$ cat src/hw/rtl/mimo_gauss_seidel_detector_assert.svh
// assertion macros for the mimo gauss-seidel detector
`ifndef MIMO_GAUSS_SEIDEL_DETECTOR_ASSERT_SVH
`define MIMO_GAUSS_SEIDEL_DETECTOR_ASSERT_SVH

// condition implies consequence in the same cycle
`define MGSD_ASSERT_NOW(label, clk, rstn, cond, cons) \
    label: assert property (@(posedge clk) disable iff (!rstn) (cond) |-> (cons)) \
        else $error("assertion failed");

// condition implies consequence in the next cycle
`define MGSD_ASSERT_NEXT(label, clk, rstn, cond, cons) \
    label: assert property (@(posedge clk) disable iff (!rstn) (cond) |=> (cons)) \
        else $error("assertion failed");

`endif

$ cat src/hw/rtl/mgsd_pkg.sv
// shared types and constants of the gauss-seidel detector
`timescale 1ns / 1ps
package mgsd_pkg;

    localparam int IDX_W       = 4;
    localparam int SMP_W       = 16;
    localparam int EST_W       = 18;
    localparam int FRAC_BITS   = 12;
    localparam int Q_BITS      = 19;
    localparam int RESULT_LIMIT = 4;
    localparam int CFG_ADDR_W  = 2;
    localparam int CFG_DATA_W  = 6;

    localparam logic [EST_W-1:0] EST_MAX = 18'h1FFFF;
    localparam logic [EST_W-1:0] EST_MIN = 18'h20000;

    localparam logic [CFG_ADDR_W-1:0] REG_ACTIVE_TX   = 2'd0;
    localparam logic [CFG_ADDR_W-1:0] REG_ACTIVE_RX   = 2'd1;
    localparam logic [CFG_ADDR_W-1:0] REG_SWEEP_COUNT = 2'd2;

    typedef enum logic [3:0] {
        ST_IDLE, ST_CLEAR, ST_ROW, ST_RMUL, ST_RSUB, ST_NMUL, ST_NACC,
        ST_DINIT, ST_DSTEP, ST_DWRITE, ST_EMIT
    } state_t;

    typedef enum logic [3:0] {
        OP_NONE, OP_CLEAR, OP_ROW, OP_RMUL, OP_RSUB, OP_NMUL, OP_NACC,
        OP_DINIT, OP_DSTEP, OP_DWRITE
    } op_t;

    // command from controller to datapath
    typedef struct packed {
        op_t              op;
        logic [IDX_W-1:0] row;
        logic [IDX_W-1:0] col;
        logic             self;
        logic             first_row;
    } cmd_t;

    // estimate read back for the result stage
    typedef struct packed {
        logic signed [EST_W-1:0] est_re;
        logic signed [EST_W-1:0] est_im;
    } status_t;

    // store write from an accepted input request
    typedef struct packed {
        logic                    we;
        logic                    mode;
        logic [1:0]              rx;
        logic [1:0]              tx;
        logic signed [SMP_W-1:0] re;
        logic signed [SMP_W-1:0] im;
    } load_t;

endpackage

$ cat src/hw/rtl/mgsd_controller.sv
// sweep sequencer, configuration registers and result register
`timescale 1ns / 1ps
module mgsd_controller #(
    parameter int MAX_TX = 4,
    parameter int MAX_RX = 4
) (
    input  logic                                aclk,
    input  logic                                aresetn,
    input  logic                                cfg_we,
    input  logic [mgsd_pkg::CFG_ADDR_W-1:0]     cfg_addr,
    input  logic [mgsd_pkg::CFG_DATA_W-1:0]     cfg_wdata,
    input  logic                                start,
    output logic                                idle,
    output mgsd_pkg::cmd_t                      cmd,
    input  mgsd_pkg::status_t                   status,
    output logic                                m_tvalid,
    input  logic                                m_tready,
    output logic [1:0]                          m_idx,
    output logic [mgsd_pkg::EST_W-1:0]          m_re,
    output logic [mgsd_pkg::EST_W-1:0]          m_im,
    output logic                                m_last
);
    localparam int TX_LIM = (MAX_TX < mgsd_pkg::RESULT_LIMIT) ? MAX_TX
                                                               : mgsd_pkg::RESULT_LIMIT;

    mgsd_pkg::state_t state_reg, state_next;
    logic [2:0] act_tx_reg, act_rx_reg;
    logic [5:0] sweep_reg, s_reg, s_next;
    logic [4:0] i_reg, i_next, j_reg, j_next, k_reg, k_next, e_reg, e_next;
    logic [4:0] b_reg, b_next, ntx, nrx;
    logic       mv_reg, mv_next, ml_reg, ml_next;
    logic [1:0] mi_reg, mi_next;
    logic [mgsd_pkg::EST_W-1:0] mr_reg, mr_next, mm_reg, mm_next;

    // effective antenna counts
    always_comb begin
        if (act_tx_reg == 3'd0)           ntx = 5'd1;
        else if (int'(act_tx_reg) > TX_LIM) ntx = 5'(TX_LIM);
        else                              ntx = 5'(act_tx_reg);
        if (act_rx_reg == 3'd0)           nrx = 5'd1;
        else if (int'(act_rx_reg) > MAX_RX) nrx = 5'(MAX_RX);
        else                              nrx = 5'(act_rx_reg);
    end

    // configuration registers
    always_ff @(posedge aclk) begin
        if (!aresetn) begin
            act_tx_reg <= 3'd4;
            act_rx_reg <= 3'd4;
            sweep_reg  <= 6'd10;
        end else if (cfg_we) begin
            case (cfg_addr)
                mgsd_pkg::REG_ACTIVE_TX:   act_tx_reg <= cfg_wdata[2:0];
                mgsd_pkg::REG_ACTIVE_RX:   act_rx_reg <= cfg_wdata[2:0];
                mgsd_pkg::REG_SWEEP_COUNT: sweep_reg  <= cfg_wdata;
                default: ;
            endcase
        end
    end

    // state and counter registers
    always_ff @(posedge aclk) begin
        if (!aresetn) begin
            state_reg <= mgsd_pkg::ST_IDLE;
            mv_reg    <= 1'b0;
        end else begin
            state_reg <= state_next;
            mv_reg    <= mv_next;
        end
        s_reg  <= s_next;
        i_reg  <= i_next;
        j_reg  <= j_next;
        k_reg  <= k_next;
        e_reg  <= e_next;
        b_reg  <= b_next;
        ml_reg <= ml_next;
        mi_reg <= mi_next;
        mr_reg <= mr_next;
        mm_reg <= mm_next;
    end

    // next state and commands
    always_comb begin
        state_next    = state_reg;
        s_next        = s_reg;
        i_next        = i_reg;
        j_next        = j_reg;
        k_next        = k_reg;
        e_next        = e_reg;
        b_next        = b_reg;
        mv_next       = mv_reg && !m_tready;
        ml_next       = ml_reg;
        mi_next       = mi_reg;
        mr_next       = mr_reg;
        mm_next       = mm_reg;
        cmd.op        = mgsd_pkg::OP_NONE;
        cmd.row       = j_reg[3:0];
        cmd.col       = i_reg[3:0];
        cmd.self      = (k_reg == i_reg);
        cmd.first_row = (j_reg == 5'd0);
        idle          = 1'b0;
        case (state_reg)
            mgsd_pkg::ST_IDLE: begin
                idle = 1'b1;
                if (start) state_next = mgsd_pkg::ST_CLEAR;
            end
            mgsd_pkg::ST_CLEAR: begin
                cmd.op = mgsd_pkg::OP_CLEAR;
                s_next = '0;
                i_next = '0;
                j_next = '0;
                e_next = '0;
                state_next = (sweep_reg == '0) ? mgsd_pkg::ST_EMIT : mgsd_pkg::ST_ROW;
            end
            mgsd_pkg::ST_ROW: begin
                cmd.op = mgsd_pkg::OP_ROW;
                k_next = '0;
                state_next = mgsd_pkg::ST_RMUL;
            end
            mgsd_pkg::ST_RMUL: begin
                cmd.op  = mgsd_pkg::OP_RMUL;
                cmd.col = k_reg[3:0];
                state_next = mgsd_pkg::ST_RSUB;
            end
            mgsd_pkg::ST_RSUB: begin
                cmd.op = mgsd_pkg::OP_RSUB;
                if (k_reg == ntx - 5'd1) begin
                    state_next = mgsd_pkg::ST_NMUL;
                end else begin
                    k_next = k_reg + 5'd1;
                    state_next = mgsd_pkg::ST_RMUL;
                end
            end
            mgsd_pkg::ST_NMUL: begin
                cmd.op = mgsd_pkg::OP_NMUL;
                state_next = mgsd_pkg::ST_NACC;
            end
            mgsd_pkg::ST_NACC: begin
                cmd.op = mgsd_pkg::OP_NACC;
                if (j_reg == nrx - 5'd1) begin
                    j_next = '0;
                    state_next = mgsd_pkg::ST_DINIT;
                end else begin
                    j_next = j_reg + 5'd1;
                    state_next = mgsd_pkg::ST_ROW;
                end
            end
            mgsd_pkg::ST_DINIT: begin
                cmd.op = mgsd_pkg::OP_DINIT;
                b_next = 5'(mgsd_pkg::Q_BITS - 1);
                state_next = mgsd_pkg::ST_DSTEP;
            end
            mgsd_pkg::ST_DSTEP: begin
                cmd.op = mgsd_pkg::OP_DSTEP;
                if (b_reg == '0) state_next = mgsd_pkg::ST_DWRITE;
                else             b_next = b_reg - 5'd1;
            end
            mgsd_pkg::ST_DWRITE: begin
                cmd.op = mgsd_pkg::OP_DWRITE;
                state_next = mgsd_pkg::ST_ROW;
                if (i_reg == ntx - 5'd1) begin
                    i_next = '0;
                    if (s_reg == sweep_reg - 6'd1) begin
                        e_next = '0;
                        state_next = mgsd_pkg::ST_EMIT;
                    end else begin
                        s_next = s_reg + 6'd1;
                    end
                end else begin
                    i_next = i_reg + 5'd1;
                end
            end
            mgsd_pkg::ST_EMIT: begin
                cmd.col = e_reg[3:0];
                if (!mv_reg || m_tready) begin
                    mv_next = 1'b1;
                    mi_next = e_reg[1:0];
                    mr_next = status.est_re;
                    mm_next = status.est_im;
                    ml_next = (e_reg == ntx - 5'd1);
                    if (e_reg == ntx - 5'd1) state_next = mgsd_pkg::ST_IDLE;
                    else                     e_next = e_reg + 5'd1;
                end
            end
            default: state_next = mgsd_pkg::ST_IDLE;
        endcase
    end

    assign m_tvalid = mv_reg;
    assign m_idx    = mi_reg;
    assign m_re     = mr_reg;
    assign m_im     = mm_reg;
    assign m_last   = ml_reg;

endmodule

$ cat config.mk
export PLATFORM = sky130hd
export DESIGN_NAME = mgsd_controller
export DESIGN_NICKNAME = d
export VERILOG_FILES = /design/src/hw/rtl/mimo_gauss_seidel_detector_assert.svh /design/src/hw/rtl/mgsd_pkg.sv /design/src/hw/rtl/mgsd_controller.sv
export SDC_FILE = /design/constraint.sdc
export NUM_CORES = 1
export LEC_CHECK = 0
export BUFFER_PORTS_ARGS = -buffer_cell sky130_fd_sc_hd__buf_2
export CAP_MARGIN = 20
export CORE_ASPECT_RATIO = 0.9
export CORE_MARGIN = 5
export CORE_UTILIZATION = 40
export CTS_CLUSTER_DIAMETER = 60
export DETAILED_ROUTE_END_ITERATION = 10
export MAX_ROUTING_LAYER = met4
export SLEW_MARGIN = 30
export SYNTH_ARGS = -nofsm -noshare
export SYNTH_HDL_FRONTEND = slang
export SYNTH_SLANG_ARGS = --single-unit
$ cat constraint.sdc
create_clock -name aclk -period 6.5 [get_ports aclk]
set_input_delay 1.3 -clock aclk [delete_from_list [all_inputs] [get_ports aclk]]
set_output_delay 1.3 -clock aclk [all_outputs]
set_load 0.02 [all_outputs]
==> results of run 1 <==
worst paths after layout:
| check | startpoint | endpoint |
|---|---|---|
| setup / recovery | state_reg[1] | cmd[3] |
| hold / removal | act_tx_reg[0] | act_tx_reg[0] |
| setup reg to reg | act_tx_reg[0] | k_reg[4] |
| hold reg to reg | act_tx_reg[0] | act_tx_reg[0] |
cell families (layout without fill, tap and decap cells):
family / count (synthesis) / after routing / synth area share [%]
fa+ha+maj: 12 / 12 / 3.59
mux: 10 / 10 / 2.42
simple gates: 134 / 134 / 16.4
buf+inv: 30 / 134 / 3.20
xor+xnor: 43 / 43 / 9.01
compound gates: 39 / 39 / 6.94
flops: 87 / 87 / 58.4
layout by cell type, fill, tap and decap left out, drive strengths merged, types with 3 or more instances in the layout:
cell type,count
edfxtp,70
and3,6
clkbuf,9
dfxtp,17
a21oi,3
nor3b,7
nor2,33
nor3,8
a221oi,3
o21ai,8
mux2i,9
nand2b,4
and2,5
o31ai,3
xor2,22
buf,104
nand2,30
o21a,3
inv,18
nor2b,13
xnor2,21
nor4,5
ha,12
a22oi,6
nand3,13
worst register-to-register path, stage by stage (launching register included):
cell	delay [ns]
dfxtp_1	0.33
nand2b_1	0.18
nand2_1	0.11
ha_1	0.21
ha_1	0.34
xnor2_1	0.17
nor4_1	0.07
o21ai_0	0.15
nand2_1	0.13
mux2_2	0.31
nor3_1	0.58
where the power goes:
| group | internal, µW | leakage, µW | switching [µW] |
|---|---|---|---|
| Clock | 271 | 0.000143 | 238 |
| Sequential | 625 | 0.000784 | 38.5 |
| Combinational | 65.9 | 0.00110 | 75.3 |
final cells by class:
class	count	area, µm²	share of cell area [%]
clock buffers	9	225	4.41
multi-input cells	238	1610	31.6
clock inverters	7	72.6	1.42
flip-flops and latches	87	2440	47.8
inverters	14	52.6	1.03
repair buffers	104	543	10.6
well taps	129	161	3.16
per-layer routing:
metal | GRT usage [%] | vias to the layer above
li1 | - | 1465
met1 | 20.1 | 1366
met2 | 22.5 | 106
met3 | 4.85 | 9
met4 | 4.67 | 0
met5 | - | -
per-stage QoR:
stage / utilization [%] / power (µW) / std cells
finish: 49.9 / 1310 / 588
global route: 49.9 / 1370 / 588
CTS: 49.9 / 1330 / 588
detailed placement: 47.0 / 818 / 572
global placement: 46.7 / 816 / 571
floorplan: - / 770 / 355
==> run_results.csv, run 1 <==
group,metric,value,unit
outcome,status,"finished clean",
routing,wl_met2,4010,µm
setup_path,path_delay_family,"simple AND/OR/NAND/NOR gates",
floorplan,core-area,10200,µm²
clocking,postCtsResizedCells,0,
routing,drt_iter0_drc,248,
floorplan,die_h,107,µm
synth,yosys.area.top_type,"edfxtp_1",
timing,max_freq,273,MHz
synth,synth_flop_cell,"edfxtp_1",
final_layout,drive_above_1_share,29.0,%
setup_path,end_kind,"output pin",
clocking,clk_pin_slew,0.07,ns
routing,drc_errors,0,
floorplan,ioPinCount,104,
clocking,ctsHoldBuffers,0,
final_layout,finish.instance_area,5110,µm²
synth,synth_async_sr_flop_share,0,%
clocking,clockBufferDepth,2,
setup_path,crit_buf_inv,1,
timing,tightest_slew,0.773,ns
routing,avgViaCountPerCell,5.01,
placed_design,hpwl,7000,µm
routing,highest_layer,"met4",
global_routing,overflow,0,
timing,min_period,3.67,ns
synth,synthTopCellsByArea,"edfxtp_1 50%, dfxtp_1 8.1%, xor2_1 4.6%, xnor2_1 4.4%, ha_1 3.6%",
final_layout,antenna_cells,0,
timing,finalCritPeriodShare,56.4,%
setup_path,path_max_fanout,20,
hold_path,timing.hold.worst_path_depth,2,
timing,fin_skew,0.00445,ns
synth,syn_avg_cell_area,11.8,µm²
setup_path,cp.required,5.20,ns
final_layout,fillers,958,
setup_path,cp-start-kind,"flop",
placed_design,place_ws,3.21,ns
setup_path,worst_ep_arrival_time,2.37,ns
setup_path,worst_path_largest_cell_delay,0.73,ns
floorplan,initial_utilization,40.8,%
setup_path,worst-path-stages,6,
setup_path,r2r_slack,3.57,ns
floorplan,rows,35,
timing,slew_headroom,48.3,%
power_and_ir_drop,powerDensity,257,nW/µm²
power_and_ir_drop,vdd_drop_max,0.162,mV
timing,fin_hold_ws,0.529,ns
power_and_ir_drop,p_leak,0.00202,µW
synth,synth_most_common_cell,"edfxtp_1",
synth,syn_inst,355,
clocking,cts_tree,"done",
floorplan,die_area,12600,µm²
placed_design,place_area,4810,µm²
routing,vias,2946,
clocking,cts-root-buf,"clkbuf_16",
clocking,cts_max_level,3,
setup_path,worstRegToRegCells,10,
clocking,postCtsSetupBuffers,0,
synth,netlist_area,4180,µm²
global_routing,antenna_found_initial,0,
timing,finalSetupViolCount,0,
global_routing,grt_usage,15.2,%
routing,wl,9280,µm
synth,yosysSeqAreaShare,58.4,%
timing,tns,0,ns
clocking,clock_latency,0.34,ns
global_routing,grt_pass1_wl,15000,µm
routing,wl_met3,658,µm
hold_path,hp-class,"flop to flop",
synth,yosys_warnings,0,
timing,setup_slack,2.83,ns
routing,ant_nets,0,
synth,synth_nets,416,
setup_path,worstSetupPathType,"flop to output pin",
synth,synth_edf_count,70,
run,drv_cap,0,
synth,yosysUniqueCellTypes,51,
setup_path,critPathSlowestCell,"dfxtp_1",
clocking,cts.sinks,87,
routing,drt-met1-wl,4490,µm
global_routing,grt_pass1_vias,2837,
synth,netlist_top_cells_count,"70 x edfxtp_1, 33 x nor2_1, 30 x nand2_1",
routing,firstDrtPassIters,4,
floorplan,fp.dieW,118,µm
setup_path,path_cells,"nand2b_1 > nor2_1 > nor2_1 > nand2_1 > nand2_1 > buf_2",
synth,yosys.area.top_type_share,50.3,%
placed_design,place_congestion,0.837,
final_layout,fin_nets,515,
clocking,cts_buffers,9,
placed_design,port_buffers,103,
routing,wl_per_cell,15.8,µm
global_routing,grt_max_degree,25,
timing,hold_violations,0,
synth,synth_seq_cells,87,
final_layout,area_growth,22.2,%
timing,rsz0062_at_grt,"no",
timing,slew_viol_final,0,
No activity file was read; power rests on OpenSTA's default activity.
==> run 2, diff against run 1 <==
--- a/config.mk
+++ b/config.mk
@@ -5,6 +5,7 @@
 export SDC_FILE = /design/constraint.sdc
 export NUM_CORES = 1
 export LEC_CHECK = 0
+export ABC_AREA = 1
 export BUFFER_PORTS_ARGS = -buffer_cell sky130_fd_sc_hd__buf_2
 export CAP_MARGIN = 20
 export CORE_ASPECT_RATIO = 0.9
==> constraint.sdc (replaced) <==
create_clock -name aclk -period 3.6 [get_ports aclk]
set_input_delay 0.72 -clock aclk [delete_from_list [all_inputs] [get_ports aclk]]
set_output_delay 0.72 -clock aclk [all_outputs]
set_load 0.02 [all_outputs]
==> run 2 against run 1 <==
Net effect:
- via count grew 11%
- worst setup slack lost 2.0 ns
- sequential cell count is the same
- synthesized cell count grew 23%
- critical path depth grew 1
- clock-buffer cell count is the same
- die area grew 0.85%
- clock power grew 100%
- design area grew 2.0%
==> run_results.csv, run 2 <==
group,metric,value,unit
outcome,status,"finished clean",
timing,tns,0,ns
setup_path,end_kind,"output pin",
synth,syn_inst,435,
clocking,postCtsSetupBuffers,0,
setup_path,cp.required,2.88,ns
hold_path,min_from,"act_rx_reg[1]",
synth,yosys_warnings,0,
setup_path,path_max_fanout,7,
clocking,ctsHoldBuffers,0,
final_layout,drive_above_1_share,25.7,%
floorplan,initial_utilization,41.0,%
setup_path,r2r_slack,0.92,ns
final_layout,final_common_cell,"buf_2",
synth,yosysUniqueCellTypes,39,
clocking,postCtsResizedCells,0,
synth,synthTopCellsByArea,"edfxtp_1 50%, dfxtp_1 8.1%, nand2_1 6.9%, inv_1 5.5%, nor2_1 4.9%",
floorplan,rows,35,
floorplan,fp.dieW,118,µm
timing,slew_headroom,50.5,%
global_routing,overflow,0,
power_and_ir_drop,vdd_drop_max,0.305,mV
routing,wl_per_cell,14.2,µm
run,drv_cap,0,
power_and_ir_drop,p_leak,0.00230,µW
setup_path,worstSetupPathType,"flop to output pin",
final_layout,layout_common_cells,"103 x buf_2, 78 x nand2_1, 70 x edfxtp_1, 62 x inv_1, 55 x nor2_1",
timing,min_period,2.75,ns
placed_design,place_ws,0.944,ns
placed_design,place_inst,662,
placed_design,hpwl,7490,µm
routing,drc_errors,0,
global_routing,grt_usage,15.9,%
timing,slew_viol_final,0,
synth,synth_async_sr_flop_share,0,%
synth,netlist_area,4220,µm²
placed_design,place_congestion,0.848,
clocking,clock_latency,0.34,ns
final_layout,finish.instance_area,5210,µm²
timing,hold_violations,0,
synth,synth_nets,496,
final_layout,fin_nets,605,
synth,netlist_top_cells_count,"78 x nand2_1, 70 x edfxtp_1, 62 x inv_1",
global_routing,grt_pass1_vias,3131,
floorplan,die_h,107,µm
floorplan,die_area,12700,µm²
power_and_ir_drop,powerDensity,584,nW/µm²
routing,wl,9650,µm
synth,yosys.area.top_type_share,49.8,%
global_routing,antenna_found_initial,0,
global_routing,grt_max_degree,23,
floorplan,ioPinCount,104,
timing,setup_slack,0.847,ns
routing,vias,3267,
synth,yosys.area.top_type,"edfxtp_1",
final_layout,antenna_cells,0,
synth,syn_avg_cell_area,9.70,µm²
timing,fin_hold_ws,0.477,ns
synth,synth_flop_cell,"edfxtp_1",
routing,avgViaCountPerCell,4.82,
timing,finalCritPeriodShare,76.5,%
placed_design,port_buffers,103,
setup_path,reg2reg_from,"act_tx_reg[0]",
placed_design,place_area,4880,µm²
timing,finalSetupViolCount,0,
synth,yosysSeqAreaShare,57.9,%
routing,drt_iter0_drc,243,
final_layout,final_cells,678,
routing,ant_nets,0,
timing,tightest_slew,0.734,ns
clocking,cts_tree,"done",
clocking,cts-root-buf,"clkbuf_16",
setup_path,regToRegEndpoint,"e_reg[1]",
synth,synth_edf_count,70,
timing,rsz0062_at_grt,"no",
clocking,cts.sinks,87,
final_layout,area_growth,23.5,%
clocking,cts_buffers,9,
hold_path,timing.hold.worst_path_depth,2,
setup_path,worst_ep_arrival_time,2.03,ns
hold_path,hold_path_end,"act_rx_reg[1]",
hold_path,hp-class,"flop to flop",
timing,max_freq,363,MHz
floorplan,core-area,10300,µm²
setup_path,worstRegToRegCells,10,
synth,synth_most_common_cell,"nand2_1",
clocking,cts_max_level,3,
routing,firstDrtPassIters,5,
timing,fin_skew,0.00588,ns
setup_path,cp-start-kind,"flop",
synth,synth_seq_cells,87,
clocking,clockBufferDepth,2,
global_routing,grt_pass1_wl,15800,µm
clocking,clk_pin_slew,0.06,ns
-- run 2: changes by cell type after synthesis, sizes merged, moves of 15 or more --
| cell | change |
|---|---|
| inv | +54 |
| o21ai | +15 |
| a21oi | +17 |
| nor2 | +30 |
| nand2 | +49 |
-- run 2: metrics by stage --
stage                     total power, µW  utilization [%]
after floorplan                      1830                -
after global placement               2020             47.3
after detailed placement             2040             47.5
after CTS                            3070             50.7
after global routing                 3210             50.7
final                                3040             50.7
-- run 2: logic make-up (layout without fill, tap and decap cells) --
kind of cell / Yosys count / count (layout) / synth area share (%)
buf+inv: 74 / 188 / 7.03
xor+xnor: 22 / 22 / 4.57
fa+ha+maj: 12 / 12 / 3.56
simple gates: 184 / 184 / 19.2
flops: 87 / 87 / 57.9
compound gates: 56 / 56 / 7.74
-- run 2: worst max-delay path by stage --
stage	from	endpoint	slack (ns)	depth (start not counted)
after floorplan	state_reg[1]	m_idx[0]	0.41	6
after global placement	act_tx_reg[2]	e_reg[1]	1.08	9
after detailed placement	act_tx_reg[2]	e_reg[2]	0.94	9
after CTS	state_reg[0]	cmd[10]	0.86	7
after global routing	state_reg[0]	cmd[10]	0.60	7
final	state_reg[0]	cmd[10]	0.85	7
-- run 2: critical path: stages, from the launching register on --
cell and delay [ns]:
dfxtp_1 0.39, inv_1 0.09, nor2_1 0.18, inv_1 0.09, nor2_1 0.41, inv_1 0.19, o21ai_0 0.14, buf_2 0.21
-- run 2: routing by layer --
layer  global-route usage [%]  up-vias  part of all wire (%)
met4                     4.10        0                   1.0
met2                     23.3      114                    42
met5                        -        -                     0
li1                         -     1663                     -
met1                     22.1     1482                    49
met3                     4.26        8                   7.5
-- run 2: area by class of cell --
cell class | count | area [µm²]
well taps | 129 | 161
multi-input cells | 274 | 1490
inverters | 68 | 258
clock inverters | 7 | 104
flip-flops and latches | 87 | 2440
repair buffers | 104 | 531
fillers | 948 | 5080
clock buffers | 9 | 225
-- run 2: where the power goes --
part | total [µW] | internal (µW) | switching [µW]
Clock | 1030 | 619 | 407
Combinational | 661 | 231 | 429
Sequential | 1360 | 1220 | 139
